[src/hw/rtl/evad_pkg.sv]
// Shared types, codes and sizes for the energy voice activity detector.
package evad_pkg;

    // Frame geometry and derived widths
    localparam int FRAME_LEN = 320;
    localparam int CNT_W     = $clog2(FRAME_LEN + 1);
    localparam int SUM_W     = $clog2(FRAME_LEN * 32768 + 1);
    localparam int STEP_W    = $clog2(SUM_W);

    // Field widths
    localparam int THR_W  = 16;
    localparam int SIL_W  = 8;
    localparam int RATE_W = 17;
    localparam int CAP_W  = 20;
    localparam int CFG_W  = 20;
    localparam int LVL_W  = 16;

    // Request codes
    localparam logic [1:0] REQ_SAMPLE  = 2'd0;
    localparam logic [1:0] REQ_SRC_END = 2'd1;
    localparam logic [1:0] REQ_RESTART = 2'd2;

    // Stop causes
    localparam logic [2:0] CAUSE_RUN       = 3'd0;
    localparam logic [2:0] CAUSE_SILENCE   = 3'd1;
    localparam logic [2:0] CAUSE_NO_SPEECH = 3'd2;
    localparam logic [2:0] CAUSE_CAPACITY  = 3'd3;
    localparam logic [2:0] CAUSE_SRC_END   = 3'd4;

    // Configuration register indexes
    localparam logic [1:0] CFG_THRESHOLD = 2'd0;
    localparam logic [1:0] CFG_SILENCE   = 2'd1;
    localparam logic [1:0] CFG_RATE      = 2'd2;
    localparam logic [1:0] CFG_MAX       = 2'd3;

    // Configuration reset values
    localparam logic [THR_W-1:0]  THR_RESET  = 16'd900;
    localparam logic [SIL_W-1:0]  SIL_RESET  = 8'd40;
    localparam logic [RATE_W-1:0] RATE_RESET = 17'd16000;
    localparam logic [CAP_W-1:0]  MAX_RESET  = 20'd160000;

    typedef struct packed {
        logic [1:0]         req_type;
        logic signed [15:0] sample;
        logic               frame_end;
    } req_t;

    typedef struct packed {
        logic               stored;
        logic signed [15:0] stored_sample;
        logic               frame_done;
        logic [LVL_W-1:0]   frame_level;
        logic               speech_seen;
        logic               stopped;
        logic [2:0]         stop_cause;
        logic [CAP_W-1:0]   total_samples;
        logic               too_short;
    } res_t;

    typedef enum logic [1:0] {
        ST_IDLE,
        ST_DIV,
        ST_CLOSE,
        ST_OUT
    } state_t;

endpackage

[src/hw/rtl/energy_voice_activity_detector_core.sv]
// Energy voice activity detector core: frame energy, speech tracking, capture stop.
// Flow: an item that does not close a frame goes straight from idle to the output state;
// a frame-closing item first passes a 24-step shared restoring divider and one close step.
// The block takes no new item while one is in flight; the divider
// handles one item at a time and req_stall stays high until the result is registered.
// Reset (rst_n, async low) clears the session and loads the configuration defaults.
module energy_voice_activity_detector_core (
    input  logic                    clk,
    input  logic                    rst_n,
    input  logic                    req_valid,
    output logic                    req_stall,
    input  evad_pkg::req_t          req_item,
    output logic                    res_valid,
    input  logic                    res_stall,
    output evad_pkg::res_t          res_item,
    input  logic                    cfg_valid,
    output logic                    cfg_ready,
    input  logic [1:0]              cfg_index,
    input  logic [evad_pkg::CFG_W-1:0] cfg_data
);

    // Control
    evad_pkg::state_t state_reg, state_next;
    logic accept;
    logic out_load;
    logic div_last;
    logic close_now;

    // Configuration
    logic [evad_pkg::THR_W-1:0]  thr_reg;
    logic [evad_pkg::SIL_W-1:0]  sil_reg;
    logic [evad_pkg::RATE_W-1:0] rate_reg;
    logic [evad_pkg::CAP_W-1:0]  max_reg;

    // Session state
    logic [evad_pkg::SUM_W-1:0] sum_reg, sum_next;
    logic [evad_pkg::CNT_W-1:0] cnt_reg, cnt_next;
    logic [evad_pkg::CAP_W-1:0] cap_reg, cap_next;
    logic [evad_pkg::SIL_W-1:0] quiet_reg, quiet_next;
    logic                       speech_reg, speech_next;
    logic [2:0]                 cause_reg, cause_next;

    // Pending result fields
    logic                       pstored_reg, pstored_next;
    logic signed [15:0]         psample_reg, psample_next;
    logic                       pdone_reg, pdone_next;
    logic [evad_pkg::LVL_W-1:0] plevel_reg, plevel_next;

    // Shared divider
    logic [evad_pkg::SUM_W-1:0]  dvd_reg, dvd_next;
    logic [evad_pkg::CNT_W-1:0]  dvs_reg, dvs_next;
    logic [evad_pkg::CNT_W-1:0]  rem_reg, rem_next;
    logic [evad_pkg::STEP_W-1:0] step_reg, step_next;
    logic [evad_pkg::CNT_W:0]    trial;
    logic                        trial_ge;

    // Output register
    logic           out_valid_reg, out_valid_next;
    evad_pkg::res_t out_item_reg, out_item_next;

    // Helpers
    logic [15:0]                mag;
    logic [evad_pkg::SUM_W-1:0] sum_add;
    logic [evad_pkg::CNT_W-1:0] cnt_add;
    logic [evad_pkg::CAP_W:0]   cap_plus_frame;
    logic                       over_cap;
    logic [evad_pkg::SIL_W-1:0] quiet_inc;
    logic [2:0]                 cause_close;

    assign cfg_ready = 1'b1;
    assign res_valid = out_valid_reg;
    assign res_item  = out_item_reg;

    // Arithmetic helpers
    assign mag     = req_item.sample[15] ? (~req_item.sample + 16'd1) : req_item.sample;
    assign sum_add = sum_reg + {{(evad_pkg::SUM_W-16){1'b0}}, mag};
    assign cnt_add = cnt_reg + evad_pkg::CNT_W'(1);
    assign cap_plus_frame = {1'b0, cap_reg} + (evad_pkg::CAP_W+1)'(evad_pkg::FRAME_LEN);
    assign over_cap = cap_plus_frame > {1'b0, max_reg};
    assign close_now = (cnt_add >= evad_pkg::CNT_W'(evad_pkg::FRAME_LEN))
                       || req_item.frame_end;
    assign quiet_inc = (quiet_reg != {evad_pkg::SIL_W{1'b1}})
                       ? quiet_reg + evad_pkg::SIL_W'(1) : quiet_reg;

    // Divider step
    assign trial    = {rem_reg, dvd_reg[evad_pkg::SUM_W-1]};
    assign trial_ge = trial >= {1'b0, dvs_reg};

    // Next state
    always_comb
    begin
        state_next = state_reg;
        case (state_reg)
            evad_pkg::ST_IDLE:
            begin
                if (accept)
                begin
                    if (req_item.req_type == evad_pkg::REQ_SAMPLE
                        && cause_reg == evad_pkg::CAUSE_RUN
                        && !(cnt_reg == '0 && over_cap) && close_now)
                        state_next = evad_pkg::ST_DIV;
                    else
                        state_next = evad_pkg::ST_OUT;
                end
            end
            evad_pkg::ST_DIV:
            begin
                if (div_last)
                    state_next = evad_pkg::ST_CLOSE;
            end
            evad_pkg::ST_CLOSE:
                state_next = evad_pkg::ST_OUT;
            evad_pkg::ST_OUT:
            begin
                if (out_load)
                    state_next = evad_pkg::ST_IDLE;
            end
            default:
                state_next = evad_pkg::ST_IDLE;
        endcase
    end

    // Control outputs
    always_comb
    begin
        req_stall = 1'b1;
        out_load  = 1'b0;
        div_last  = 1'b0;
        case (state_reg)
            evad_pkg::ST_IDLE:
                req_stall = 1'b0;
            evad_pkg::ST_DIV:
                div_last = step_reg == evad_pkg::STEP_W'(evad_pkg::SUM_W - 1);
            evad_pkg::ST_CLOSE:
                req_stall = 1'b1;
            evad_pkg::ST_OUT:
                out_load = !out_valid_reg || !res_stall;
            default:
                req_stall = 1'b1;
        endcase
    end

    assign accept = req_valid && !req_stall;

    // Cause after a frame close (uses the level held in the divider)
    always_comb
    begin
        cause_close = cause_reg;
        if (dvd_reg[evad_pkg::LVL_W-1:0] <= thr_reg)
        begin
            if (speech_reg)
            begin
                if (quiet_inc >= sil_reg)
                    cause_close = evad_pkg::CAUSE_SILENCE;
            end
            else if (cap_reg > {{(evad_pkg::CAP_W-evad_pkg::RATE_W){1'b0}}, rate_reg})
                cause_close = evad_pkg::CAUSE_NO_SPEECH;
        end
        if (cause_close == evad_pkg::CAUSE_RUN && over_cap)
            cause_close = evad_pkg::CAUSE_CAPACITY;
    end

    // Datapath next values
    always_comb
    begin
        sum_next       = sum_reg;
        cnt_next       = cnt_reg;
        cap_next       = cap_reg;
        quiet_next     = quiet_reg;
        speech_next    = speech_reg;
        cause_next     = cause_reg;
        pstored_next   = pstored_reg;
        psample_next   = psample_reg;
        pdone_next     = pdone_reg;
        plevel_next    = plevel_reg;
        dvd_next       = dvd_reg;
        dvs_next       = dvs_reg;
        rem_next       = rem_reg;
        step_next      = step_reg;
        out_valid_next = out_valid_reg && res_stall;
        out_item_next  = out_item_reg;

        case (state_reg)
            evad_pkg::ST_IDLE:
            begin
                if (accept)
                begin
                    pstored_next = 1'b0;
                    psample_next = '0;
                    pdone_next   = 1'b0;
                    plevel_next  = '0;
                    case (req_item.req_type)
                        evad_pkg::REQ_RESTART:
                        begin
                            sum_next    = '0;
                            cnt_next    = '0;
                            cap_next    = '0;
                            quiet_next  = '0;
                            speech_next = 1'b0;
                            cause_next  = evad_pkg::CAUSE_RUN;
                        end
                        evad_pkg::REQ_SRC_END:
                        begin
                            if (cause_reg == evad_pkg::CAUSE_RUN)
                            begin
                                cause_next = evad_pkg::CAUSE_SRC_END;
                                sum_next   = '0;
                                cnt_next   = '0;
                            end
                        end
                        evad_pkg::REQ_SAMPLE:
                        begin
                            if (cause_reg == evad_pkg::CAUSE_RUN)
                            begin
                                if (cnt_reg == '0 && over_cap)
                                    cause_next = evad_pkg::CAUSE_CAPACITY;
                                else
                                begin
                                    pstored_next = 1'b1;
                                    psample_next = req_item.sample;
                                    cap_next     = cap_reg + evad_pkg::CAP_W'(1);
                                    if (close_now)
                                    begin
                                        // hand the frame to the divider
                                        pdone_next = 1'b1;
                                        sum_next   = '0;
                                        cnt_next   = '0;
                                        dvd_next   = sum_add;
                                        dvs_next   = cnt_add;
                                        rem_next   = '0;
                                        step_next  = '0;
                                    end
                                    else
                                    begin
                                        sum_next = sum_add;
                                        cnt_next = cnt_add;
                                    end
                                end
                            end
                        end
                        default:
                            pstored_next = 1'b0;
                    endcase
                end
            end
            evad_pkg::ST_DIV:
            begin
                // one quotient bit per cycle
                rem_next  = trial_ge ? evad_pkg::CNT_W'(trial - {1'b0, dvs_reg})
                                     : trial[evad_pkg::CNT_W-1:0];
                dvd_next  = {dvd_reg[evad_pkg::SUM_W-2:0], trial_ge};
                step_next = step_reg + evad_pkg::STEP_W'(1);
            end
            evad_pkg::ST_CLOSE:
            begin
                plevel_next = dvd_reg[evad_pkg::LVL_W-1:0];
                cause_next  = cause_close;
                if (dvd_reg[evad_pkg::LVL_W-1:0] > thr_reg)
                begin
                    speech_next = 1'b1;
                    quiet_next  = '0;
                end
                else if (speech_reg)
                    quiet_next = quiet_inc;
            end
            evad_pkg::ST_OUT:
            begin
                if (out_load)
                begin
                    out_valid_next              = 1'b1;
                    out_item_next.stored        = pstored_reg;
                    out_item_next.stored_sample = psample_reg;
                    out_item_next.frame_done    = pdone_reg;
                    out_item_next.frame_level   = plevel_reg;
                    out_item_next.speech_seen   = speech_reg;
                    out_item_next.stopped       = cause_reg != evad_pkg::CAUSE_RUN;
                    out_item_next.stop_cause    = cause_reg;
                    out_item_next.total_samples = cap_reg;
                    out_item_next.too_short     = (cause_reg != evad_pkg::CAUSE_RUN)
                        && (cap_reg < {{(evad_pkg::CAP_W-evad_pkg::RATE_W+1){1'b0}},
                                       rate_reg[evad_pkg::RATE_W-1:1]});
                end
            end
            default:
                out_valid_next = out_valid_reg && res_stall;
        endcase
    end

    // Configuration registers
    always_ff @(posedge clk or negedge rst_n)
    begin
        if (!rst_n)
        begin
            thr_reg  <= evad_pkg::THR_RESET;
            sil_reg  <= evad_pkg::SIL_RESET;
            rate_reg <= evad_pkg::RATE_RESET;
            max_reg  <= evad_pkg::MAX_RESET;
        end
        else if (cfg_valid && cfg_ready)
        begin
            case (cfg_index)
                evad_pkg::CFG_THRESHOLD: thr_reg  <= cfg_data[evad_pkg::THR_W-1:0];
                evad_pkg::CFG_SILENCE:   sil_reg  <= cfg_data[evad_pkg::SIL_W-1:0];
                evad_pkg::CFG_RATE:      rate_reg <= cfg_data[evad_pkg::RATE_W-1:0];
                evad_pkg::CFG_MAX:       max_reg  <= cfg_data[evad_pkg::CAP_W-1:0];
                default:                 thr_reg  <= thr_reg;
            endcase
        end
    end

    // Control and session state
    always_ff @(posedge clk or negedge rst_n)
    begin
        if (!rst_n)
        begin
            state_reg     <= evad_pkg::ST_IDLE;
            sum_reg       <= '0;
            cnt_reg       <= '0;
            cap_reg       <= '0;
            quiet_reg     <= '0;
            speech_reg    <= 1'b0;
            cause_reg     <= evad_pkg::CAUSE_RUN;
            step_reg      <= '0;
            out_valid_reg <= 1'b0;
        end
        else
        begin
            state_reg     <= state_next;
            sum_reg       <= sum_next;
            cnt_reg       <= cnt_next;
            cap_reg       <= cap_next;
            quiet_reg     <= quiet_next;
            speech_reg    <= speech_next;
            cause_reg     <= cause_next;
            step_reg      <= step_next;
            out_valid_reg <= out_valid_next;
        end
    end

    // Payload registers
    always_ff @(posedge clk)
    begin
        pstored_reg  <= pstored_next;
        psample_reg  <= psample_next;
        pdone_reg    <= pdone_next;
        plevel_reg   <= plevel_next;
        dvd_reg      <= dvd_next;
        dvs_reg      <= dvs_next;
        rem_reg      <= rem_next;
        out_item_reg <= out_item_next;
    end

endmodule

[config.mk]
export PLATFORM = sky130hd
export DESIGN_NAME = energy_voice_activity_detector_core
export DESIGN_NICKNAME = d
export VERILOG_FILES = /design/src/hw/rtl/evad_pkg.sv /design/src/hw/rtl/energy_voice_activity_detector_core.sv
export SDC_FILE = /design/constraint.sdc
export NUM_CORES = 1
export LEC_CHECK = 0
export BUFFER_PORTS_ARGS = -buffer_cell sky130_fd_sc_hd__buf_2
export CAP_MARGIN = 20
export CORE_ASPECT_RATIO = 1.2
export CORE_MARGIN = 2
export CORE_UTILIZATION = 45
export DETAILED_ROUTE_END_ITERATION = 12
export PLACE_DENSITY_LB_ADDON = 0.08
export SYNTH_ARGS = -nofsm -noshare
export SYNTH_HDL_FRONTEND = slang
export SYNTH_SLANG_ARGS = --single-unit
[constraint.sdc]
create_clock -name clk -period 12.9 [get_ports clk]
set_input_delay 1.29 -clock clk [delete_from_list [all_inputs] [get_ports clk]]
set_output_delay 1.29 -clock clk [all_outputs]
set_load 0.005 [all_outputs]
# Word-level counts from Yosys, hierarchy flattened
# Cells that the tools add are included.
# W data, S select, Z words.
word_totals:
  ff_bits: 270
  latchBits: 0
  mem_bits_rw: 0
  rom_bits: 0
  out_inout_bits: 63
  memories: 0
classes:
  n_addsub: 8
  mul: 0
  div: 0
  order_cmp: 8
  eq_ne: 27
  shifts: 0
  muxes: 68
  bitwise: 4
  reduce_logical: 41
ops:
  columns: ["operator", "n"]
  rows:
  - ["$mux W24", 9]
  - ["$mux W9", 10]
  - ["$pmux W24 S3", 1]
  - ["$pmux W24 S2", 1]
  - ["$mux W20", 2]
  - ["$mux W8", 5]
  - ["$pmux W20 S2", 1]
  - ["$mux W16", 2]
  - ["$pmux W16 S2", 1]
  - ["$mux W3", 9]
  - ["$pmux W9 S3", 1]
  - ["$mux W5", 5]
  - ["$add A24 B16 Y24", 1]
  - ["$reduce_and A6 Y1", 4]
  - ["$add A20 B9 Y21 const B", 1]
  - ["$gt A21 B20 Y1", 1]
  - ["$add A20 B1 Y20 const B", 1]
  - ["$gt A20 B17 Y1", 1]
  - ["$lt A20 B16 Y1", 1]
  - ["$ne A2 B2 Y1 const B", 10]
  - ["$pmux W9 S2", 1]
  - ["$add A16 B1 Y16 const B", 1]
  - ["$gt A16 B16 Y1", 1]
  - ["$le A16 B16 Y1", 1]
  - ["37 further kinds", 85]

# Logic depth before layout (Yosys ltp)
# Gate-level depths: netlist of run 1.
logic_depth:
  ltp_word: 10
  depth_mapped: 17

# Worst setup path before layout of run 1
# OpenSTA, ideal clock, no wires.
synth_timing:
  path_kind: "input to register"
  from: "input port res_stall"
  to: "register out_item_reg, in the netlist res_item[0], enable pin"
  setup_time_ps: 570
  arrival_time_ps: 5645
  path_slack_ps: 6685
  stages: 1
  path_buffers: 0
  path_cell_list: "a21boi_0"
synth_via:
  elab_chain_cells: 4
synth_lines:
  columns: ["element", "line", "text"]
  rows:
  - ["start: declaration", "energy_voice_activity_detector_core.sv:14", "input logic res_stall,"]
  - ["$logic_not A1 Y1", "energy_voice_activity_detector_core.sv:137", "out_load = !out_valid_reg || !res_stall;"]
  - ["$logic_or A1 B1 Y1", "energy_voice_activity_detector_core.sv:137", null]
  - ["$mux W1", "energy_voice_activity_detector_core.sv:129", "case (state_reg)"]
  - ["$reduce_and A2 Y1 (no line)", null, null]
  - ["end signal: assignment", "energy_voice_activity_detector_core.sv:350", "out_item_reg <= out_item_next;"]
  - ["end: declaration", "energy_voice_activity_detector_core.sv:59", "evad_pkg::res_t out_item_reg, out_item_next;"]
# No other way between the ends.
# A chain may end at the register's enable or synchronous reset.

# Worst setup path in the final report of run 1
layout_timing:
  from: "register cap_reg[6] in the netlist's numbering"
  to: "register cnt_reg[5] in the netlist's numbering"
layout_via:
  elab_chain_cells: 5
layout_lines:
  columns: ["element", "line", "text"]
  rows:
  - ["start: declaration", "energy_voice_activity_detector_core.sv:38", "logic [evad_pkg::CAP_W-1:0] cap_reg, cap_next;"]
  - ["start signal: assignment", "energy_voice_activity_detector_core.sv:331", "cap_reg <= cap_next;"]
  - ["$add A20 B9 Y21", "energy_voice_activity_detector_core.sv:78", "assign cap_plus_frame = {1'b0, cap_reg} + (evad_pkg::CAP_W+1)'(evad_pkg::FRAME_LEN);"]
  - ["$gt A21 B20 Y1", "energy_voice_activity_detector_core.sv:79", "assign over_cap = cap_plus_frame > {1'b0, max_reg};"]
  - ["$logic_and A1 B1 Y1", "energy_voice_activity_detector_core.sv:215", "if (cnt_reg == '0 && over_cap)"]
  - ["$ne A2 B2 Y1 (no line)", null, null]
  - ["$reduce_and A6 Y1 (no line)", null, null]
  - ["end signal: assignment", "energy_voice_activity_detector_core.sv:330", "cnt_reg <= cnt_next;"]
  - ["end: declaration", "energy_voice_activity_detector_core.sv:37", "logic [evad_pkg::CNT_W-1:0] cnt_reg, cnt_next;"]
# No other way between the ends.

==> metrics.txt, run 1 <==
CP top delay family=simple AND/OR/NAND/NOR gates; crit path DAT=5.37 ns; most area-hungry cell type in the Yosys netlist=edfxtp_1; port bufs=107; Synth async-reset ratio=0.496; Setup TNS=0 ns; 1st-iter DRT viols=581; share of post-route cells with drive strength above 1=0.172; Starting Density=0.458; Least-Margin Pin Slew=0.981 ns; total congestion overflow=0; post-route ant nets=0; first-pass GRT wire length=57.3 mm; Mapped Nets=1523; final hold violation count=0; num rows=between 70 and 80; synth warn=0; die height=around 200 µm; WP data required=13.34 ns; clk buf depth=3; critical path's largest stage delay=approximately 0.57 ns; Routability Congestion=0.825; Max Cap Viol=0; CP Launch Type=register; CP Buf/Inv Count=1; Root Buffer=clkbuf_16; FF+latch count, synth=270; final wirelength=35.9 mm; TritonCTS clock tree=yes; status=finished clean; top cells by area, synth=edfxtp_1, dfrtp_1, ha_1; CTS Hold Bufs=0; synthesized instance count=about 1400; post-synthesis cell area=0.0148 mm²; Cell Count, Final, Fillers Out=1899; P&R area growth vs syn=13.5%; Remaining DRCs=0; Post-synth EDFFs=136; Design Power=approximately 3.2 mW; Avg WL per Cell=18.9 µm; slowest stage cell, crit path=nor2_1; Power per Cell Area=192 mW/mm²; Peak VDD IR=0.000107 V; Pleak=7.28 nW; clk_lat worst skew=0.57 ns; worst-path cell chain=ha_1, o21ai_0, nor2_1, xor2_1, ha_1, nand4_1, nor4_2, a32oi_1, nor2_1, o31a_1, buf_4, nand2_1, o311ai_0; Max Fclk=203 MHz; Nets=1632; vias in the first global route=10600; CTS Buf Count=30; Final setup viols=0; Die Wd=169 µm; mean cell area of the mapped netlist=between 10 and 15 µm²; io pins=109; core area=about 0.032 mm²; Num Clock Sinks=270; antenna violations before repair=0; Setup Skew=about 0.012 ns; placed instance count=1841; Tmin final=between 4 and 5 ns; final hold slack=roughly 0.42 ns; CTS H-tree lvls=1; via count=10700; DIE AREA=0.0343 mm²; number of flip-flops in the largest register=60; final worst path period share=0.382; DP HPWL=26.1 mm; clock-pin slew on the worst setup and hold paths=0.06 ns; crit-path max FO=32; Post-synth top flop=edfxtp_1; relative max-transition margin=0.344; RSZ-0062 raised after global routing=false; top cell type's share of synthesized area=0.277; Worst Setup Path Type=register to register; fin. max-slew vios=0; gr usage total=0.212; Worst Hold Class=register to register; antenna cells=0; register area share after synthesis=0.505; setup bufs post-CTS=0; largest net degree at the start of global routing=71; library cells used by synthesis=77; Crit. End Element=register; Via density=5.62; post_cts resized=0; first drt pass iteration count=5
[cell usage in the layout (no fill, tap or decap), types with 26 or more instances in the layout]
cell / n
a21oi_1: 56
buf_2: 106
clkbuf_16: 33
dfrtp_1: 117
edfxtp_1: 136
ha_1: 116
inv_1: 107
mux2_2: 51
nand2_1: 136
nand3_1: 46
nor2_1: 57
o211ai_1: 26
o21ai_0: 85
xnor2_1: 34
[worst paths after layout]
| path | from | end | slack, ns | depth (start not counted) |
|---|---|---|---|---|
| worst max-delay path | cap_reg[6] | cnt_reg[5] | 7.98 | 13 |
| worst min-delay path | plevel_reg[3] | res_item[29] | 0.42 | 0 |
| worst max register to register | cap_reg[6] | cnt_reg[5] | 7.98 | 13 |
| worst min register to register | plevel_reg[3] | res_item[29] | 0.42 | 0 |
| max in group asynchronous | rst_n | cap_reg[10] | 10.76 | 2 |
| min in group asynchronous | rst_n | rate_reg[14] | 0.72 | 1 |
[synth_stat cells (10+ instances only)]
cell type and instances:
nand4_1 19, and2_1 22, inv_1 107, xor2_1 19, and3_1 24, a211oi_1 14
o21ai_0 86, a22o_1 10, nor3_1 19, clkbuf_1 31, dfrtp_1 117, a21o_1 11
or4_1 25, nor2_1 58, edfxtp_1 136, mux2_2 51, xnor2_1 34, o211ai_1 26
o21a_1 14, a21oi_1 57, nand3_1 46, ha_1 116, nand2_1 136, nor2b_1 13
dfstp_2 17
[report_power, final]
part           leakage, nW  internal, mW  switching [mW]
Combinational         3.80         0.396           0.627
Clock                0.473         0.480           0.345
Sequential            3.01          1.24           0.133
[logic make-up (layout without fill, tap and decap cells)]
| logic type | Yosys count | in the layout | share of synthesized area |
|---|---|---|---|
| other cells | 1 | 1 | 0.000254 |
| simple gates | 418 | 418 | 0.146 |
| compound gates | 291 | 291 | 0.133 |
| flops | 270 | 270 | 0.505 |
| xor+xnor | 53 | 53 | 0.0314 |
| fa+ha+maj | 118 | 118 | 0.101 |
| buf+inv | 151 | 284 | 0.0406 |
| mux | 57 | 57 | 0.0430 |
[through the flow]
stage / area (µm²) / worst slack [ns] / utilization
detailed placement: 15800 / 7.60 / 0.489
CTS: 16700 / 7.59 / 0.518
floorplan: 14800 / 6.69 / -
finish: 16800 / 7.98 / 0.520
global placement: 15700 / 7.65 / 0.488
global route: 16800 / 7.50 / 0.520
[per-layer routing]
layer / routed length [µm] / up-vias / global-route usage
met5: 0 / - / 0
met4: 1020 / 0 / 0.0705
met3: 1500 / 54 / 0.0267
met2: 18000 / 228 / 0.377
met1: 15300 / 5195 / 0.268
li1: - / 5197 / -
[final cells by class]
cell class	count	area, µm²
multi-input cells	938	6760
fillers	2905	15500
well taps	407	509
clock inverters	11	53.8
flip-flops and latches	270	7460
clock buffers	45	901
repair buffers	120	671
inverters	108	405
Power figures use the tool's default switching activity.
==> run 2: changes to the inputs <==
- clock period: 12.9 -> 4.5 ns (I/O delays scaled with it)
==> run 2 against run 1 <==
Compared with the run above: global-route usage grew 0.27 points; highest routed layer unchanged; via count is the same; clock-buffer cell count shrank 7; non-clock buffer count grew 19; sequential share of layout area shrank 0.34 points; worst hold slack lost 0.29 ns; power grew to 2.9 times the previous value; critical path depth grew 2; combinational power grew to 2.9 times the previous value; largest cell class unchanged; register-to-register slack lost 7.6 ns.
==> metrics.txt, run 2 (synthesis gave the netlist of run 1 again) <==
multi-input logic area=0.00676 mm² (unchanged); relative max-transition margin=0.267 (-0.0774); r2r setup slk=0.35 ns (-7.63 ns); share of post-route cells with drive strength above 1=0.180 (+0.00813); total congestion overflow=0 (unchanged); Nets=1650 (+1.1%); hold path startpoint=cfg_data[17]; RSZ-0062 raised after global routing=false; Final setup viols=0 (unchanged); die height=202 µm (unchanged); Peak VDD IR=0.000317 V (+200%); Design Power=9.33 mW (+190%); Remaining DRCs=0 (unchanged); final worst path period share=0.923 (+0.541); Power per Cell Area=553 mW/mm² (+190%); worst r2r src=cap_reg[9]; Reg area=0.00746 mm² (unchanged); clk buf depth=3 (unchanged); num rows=72 (unchanged); Setup Skew=0.0121 ns (-0.000144 ns); Die Wd=169 µm (unchanged); critical path's largest stage delay=0.65 ns (+0.08 ns); Starting Density=0.458 (unchanged); slowest stage cell, crit path=a2111oi_4; CTS H-tree lvls=1 (unchanged); P&R area growth vs syn=14.3%; status=finished clean; CTS Buf Count=29 (-3.3%); Setup TNS=0 ns (unchanged); first-pass GRT wire length=58.2 mm (+1.7%); crit path DAT=4.40 ns (-0.97 ns); worst r2r dst=dvd_reg[9]; Via density=5.57 (-0.89%); worst hold path cell count=2 (+2); Tmin final=4.15 ns (-0.772 ns); Least-Margin Pin Slew=1.10 ns (+0.116 ns); Max Fclk=241 MHz (+19%); io pins=109 (unchanged); post-route ant nets=0 (unchanged); number of flip-flops in the largest register=60 (unchanged); TritonCTS clock tree=yes; Routability Congestion=0.881 (+6.7%); post_cts resized=0 (unchanged); Num Clock Sinks=270 (unchanged); Avg WL per Cell=18.9 µm (+0.10%); first drt pass iteration count=5 (unchanged); final hold violation count=0 (unchanged); core area=0.0323 mm² (unchanged); crit-path max FO=33 (+3.1%); largest net degree at the start of global routing=66 (-7.0%); DP HPWL=26.6 mm (+1.7%); highest-count cells in the layout ignoring fill and taps=nand2_1, edfxtp_1, dfrtp_1, ha_1, inv_1; fin. max-slew vios=0 (unchanged); Worst Hold Class=input port to register; DIE AREA=0.0343 mm² (unchanged); Hold Path Sink=max_reg[17]; WP data required=4.75 ns (-8.59 ns); antenna violations before repair=0 (unchanged); setup bufs post-CTS=0 (unchanged); Crit. End Element=register; Reg2Reg Depth=15 (+2); clk_lat worst skew=0.56 ns (about the same); via count=10700 (unchanged); Max Cap Viol=0 (unchanged); Root Buffer=clkbuf_16; port bufs=107 (unchanged); clock-pin slew on the worst setup and hold paths=0.06 ns (about the same); gr usage total=0.215 (+0.00274); 1st-iter DRT viols=730 (+26%); final wirelength=36.2 mm (+1.0%); CP Launch Type=register; Worst Setup Path Type=register to register; Pleak=7.36 nW (+1.1%); # fillers=2935 (+1.0%); worst-path cell chain=and3_1, nand2_1, nor2_1, nand3_1, nor2_1, xor2_1, ha_1, a211oi_2, nand2_1, or3_4, a2111oi_4, o31ai_2, o31a_1, a21oi_4, buf_12; vias in the first global route=10700 (+0.69%)
==> run 2: worst max path at each step <==
stage	startpoint	endpoint	slack, ns	depth (start not counted)
6_report	cap_reg[9]	dvd_reg[9]	0.35	15
3_3_place_gp	req_item[4]	dvd_reg[16]	0.40	16
2_1_floorplan	cap_reg[6]	dvd_reg[0]	0.17	12
5_1_grt	cap_reg[9]	dvd_reg[9]	0.04	15
4_1_cts	cap_reg[9]	dvd_reg[23]	0.33	15
3_5_place_dp	req_item[4]	dvd_reg[16]	0.27	16
==> run 2: worst max-delay path: cells and delay by family (launching register included) <==
| kind | cells | cell delay, ns |
|---|---|---|
| AOI/OAI and AO/OA | 5 | 1.56 |
| and+or+nand+nor | 7 | 1.23 |
| DFF | 1 | 0.35 |
| adders and majority gates | 1 | 0.29 |
| buffers and inverters | 1 | 0.22 |
| xor gates and xnor gates | 1 | 0.17 |
==> run 2: timing repair <==
action | 4_1_cts | 5_1_grt
hold endpoints to repair | 49 | 0
setup endpoints to repair | 0 | 0
hold buffers | 1 | 0
==> run 2: area by class of cell <==
| type | instances | area share |
|---|---|---|
| repair buffers | 139 | 0.0472 |
| flip-flops and latches | 270 | 0.442 |
| inverters | 108 | 0.0240 |
| diodes | 1 | 0.000148 |
| well taps | 407 | 0.0302 |
| clock buffers | 38 | 0.0450 |
| multi-input cells | 938 | 0.400 |
| clock inverters | 15 | 0.0116 |
==> run 2: report_power, final <==
part	internal (mW)	total, mW	switching, mW
Combinational	1.15	2.95	1.80
Sequential	3.56	3.94	0.385
Clock	1.47	2.44	0.974
==> run 2: stage by stage <==
step           worst slack [ns]  hold WS, ns  cell area [µm²]   util  instances
6_report                  0.349        0.131            16900  0.524       1916
3_5_place_dp              0.275        0.406            15900  0.494       1861
5_1_grt                  0.0427        0.122            16900  0.523       1915
3_3_place_gp              0.403        0.402            15900  0.494       1861
4_1_cts                   0.334        0.107            16900  0.523       1915
2_1_floorplan             0.170        0.154            14800      -       1359
==> run 2: per-layer routing <==
metal	GRT usage	wire, µm	up-vias
li1	-	-	5248
met1	0.276	15800	5157
met2	0.382	18200	213
met3	0.0261	1350	56
met4	0.0623	869	0
met5	0	0	-
==> run 3: changes to the inputs <==
- CTS_BUF_LIST: unset -> sky130_fd_sc_hd__clkbuf_4 sky130_fd_sc_hd__clkbuf_8
==> run 3 against run 2 <==
Compared with the run above: sequential power is essentially flat; first-iteration DRC count shrank 12%; clock skew grew 0.014 ns; non-clock buffer count is the same; cell area grew 0.21%; via count grew 0.71%; setup slack gained 0.015 ns; sequential share of layout area shrank 0.095 points; critical endpoint is now dvd_reg[22]; clock power shrank 3%; utilization grew 0.11 points; flip-flop and latch count is the same.
==> metrics.txt, run 3 (synthesis gave the netlist of run 1 again) <==
status=finished clean; port bufs=107 (unchanged); Power per Cell Area=548 mW/mm² (-0.83%); highest-count cells in the layout ignoring fill and taps=nand2_1, edfxtp_1, dfrtp_1, ha_1, inv_1; Reg2Reg Depth=15 (unchanged); antenna violations before repair=0 (unchanged); Avg WL per Cell=18.9 µm (-0.32%); clock-pin slew on the worst setup and hold paths=0.06 ns (about the same); post-route ant nets=0 (unchanged); first-pass GRT wire length=58.8 mm (+1.0%); Hold Path Sink=max_reg[17]; Flop pwr share=0.426 (+0.004); clk buf depth=3 (unchanged); Nets=1667 (+1.0%); crit-path max FO=33 (unchanged); Setup TNS=0 ns (unchanged); Final setup viols=0 (unchanged); first drt pass iteration count=5 (unchanged); CTS Buf Count=46 (+59%); fin util=0.525 (+0.00112); P&R area growth vs syn=14.6%; worst-path cell chain=and3_1, nand2_1, nor2_1, nand3_1, nor2_1, xor2_1, ha_1, a211oi_2, nand2_1, or3_4, a2111oi_4, o31ai_2, o31a_1, a21oi_4, buf_12; CTS H-tree lvls=2 (+1); Peak VDD IR=0.000318 V (+0.45%); Placed Area=0.0159 mm² (unchanged); switching share of power=0.347 (+0.00767); critical path's largest stage delay=0.64 ns (about the same); Starting Density=0.458 (unchanged); Remaining DRCs=0 (unchanged); worst hold path cell count=2 (unchanged); Setup Skew=0.0259 ns (+0.0138 ns); Crit. End Element=register; Int Pwr=6.06 mW (-1.8%); CP Launch Type=register; Die Wd=169 µm (unchanged); Least-Margin Pin Slew=1.09 ns (-0.0107 ns); clk_lat worst skew=0.59 ns (+0.03 ns); final hold violation count=0 (unchanged); Max Cap Viol=0 (unchanged); Via density=5.52 (-0.94%); post_cts resized=0 (unchanged); Worst Hold Class=input port to register; 1st-iter DRT viols=642 (-12%); final wirelength=36.7 mm (+1.3%); DP HPWL=26.6 mm (unchanged); Sw Pwr=3.21 mW (+1.6%); number of flip-flops in the largest register=60 (unchanged); gr usage total=0.219 (+0.00343); final worst path period share=0.919 (-0.00331); via count=10800 (+0.71%); num rows=72 (unchanged); slowest stage cell, crit path=a2111oi_4; TritonCTS clock tree=yes; Root Buffer=clkbuf_8; total congestion overflow=0 (unchanged); die height=202 µm (unchanged); worst r2r src=cap_reg[9]; worst r2r dst=dvd_reg[22]; crit path DAT=4.40 ns (about the same); vias in the first global route=10800 (+1.0%); DIE AREA=0.0343 mm² (unchanged); logic gate share of total power=0.319 (+0.003); Routability Congestion=0.881 (unchanged); Design Power=9.27 mW (-0.62%); fin. max-slew vios=0 (unchanged); relative max-transition margin=0.274 (+0.00714); Max Fclk=242 MHz (+0.36%); share of post-route cells with drive strength above 1=0.203 (+0.0229); core area=0.0323 mm² (unchanged); design area=0.0169 mm² (+0.21%); r2r setup slk=0.36 ns (about the same); io pins=109 (unchanged); Worst Setup Path Type=register to register; Num Clock Sinks=270 (unchanged); hold path startpoint=cfg_data[17]; clock network fraction of total power=0.255 (-0.006); Tmin final=4.14 ns (-0.0149 ns); largest net degree at the start of global routing=66 (unchanged); Pleak=7.42 nW (+0.83%); WP data required=4.77 ns (+0.02 ns); RSZ-0062 raised after global routing=false
==> run 3: cell count changes in the layout (fill, tap and decap cells not counted) <==
cell,previous run,this run
clkbuf_1,9,0
clkbuf_16,29,0
clkinvlp_4,0,1
bufinv_16,5,2
clkbuf_4,0,18
clkbuf_8,0,54
==> run 3: final cells by class <==
cell class | count | area [µm²]
timing repair buffer | 139 | 797
multi-input combinational | 938 | 6760
antenna | 1 | 2.50
tap | 407 | 509
fill | 2948 | 15300
clock inverter | 13 | 113
sequential | 270 | 7460
inverter | 108 | 405
clock buffer | 72 | 878
==> run 3: layer usage <==
layer,GRT usage,vias to the layer above,share of wire
li1,-,5284,-
met1,0.276,5172,0.44
met2,0.379,227,0.49
met3,0.0359,67,0.039
met4,0.0760,0,0.029
met5,0,-,0
==> run 3: what timing repair did <==
action | CTS | global route
endpoints found under the setup margin | 0 | 0
hold buffers | 1 | 0
endpoints found under the hold margin | 49 | 0
setup buffers | 0 | 0
==> run 3: worst max path at each step <==
| stage | slack (ns) | start | end |
|---|---|---|---|
| 2_1_floorplan | 0.17 | cap_reg[6] | dvd_reg[0] |
| 3_3_place_gp | 0.40 | req_item[4] | dvd_reg[16] |
| 3_5_place_dp | 0.27 | req_item[4] | dvd_reg[16] |
| 4_1_cts | 0.34 | cap_reg[9] | dvd_reg[22] |
| 5_1_grt | 0.05 | cap_reg[9] | dvd_reg[1] |
| 6_report | 0.36 | cap_reg[9] | dvd_reg[22] |
==> run 3: critical path, delay by kind of cell (launching register included) <==
kind | cells | cell delay (ns)
AO/OA/AOI/OAI | 5 | 1.54
XOR/XNOR | 1 | 0.17
adder cells (fa/ha/maj) | 1 | 0.29
buffers and inverters | 1 | 0.22
flip-flops | 1 | 0.34
AND/OR/NAND/NOR | 7 | 1.24
==> run 3: metrics by stage <==
stage	cells	hold WS [ns]	setup slack [ns]
after floorplan	1359	0.154	0.170
after global placement	1861	0.402	0.403
after detailed placement	1861	0.406	0.275
after CTS	1947	0.0657	0.336
after global routing	1947	0.0779	0.0519
final	1948	0.104	0.364
==> run 3: power by group through the flow <==
stage	logic, mW	clock network [mW]	registers [mW]
3_5_place_dp	2.98	0	3.98
6_report	2.96	2.37	3.95
3_3_place_gp	2.92	0	3.98
2_1_floorplan	1.98	0	3.88
4_1_cts	3.00	2.44	3.95
5_1_grt	3.34	2.55	4.02
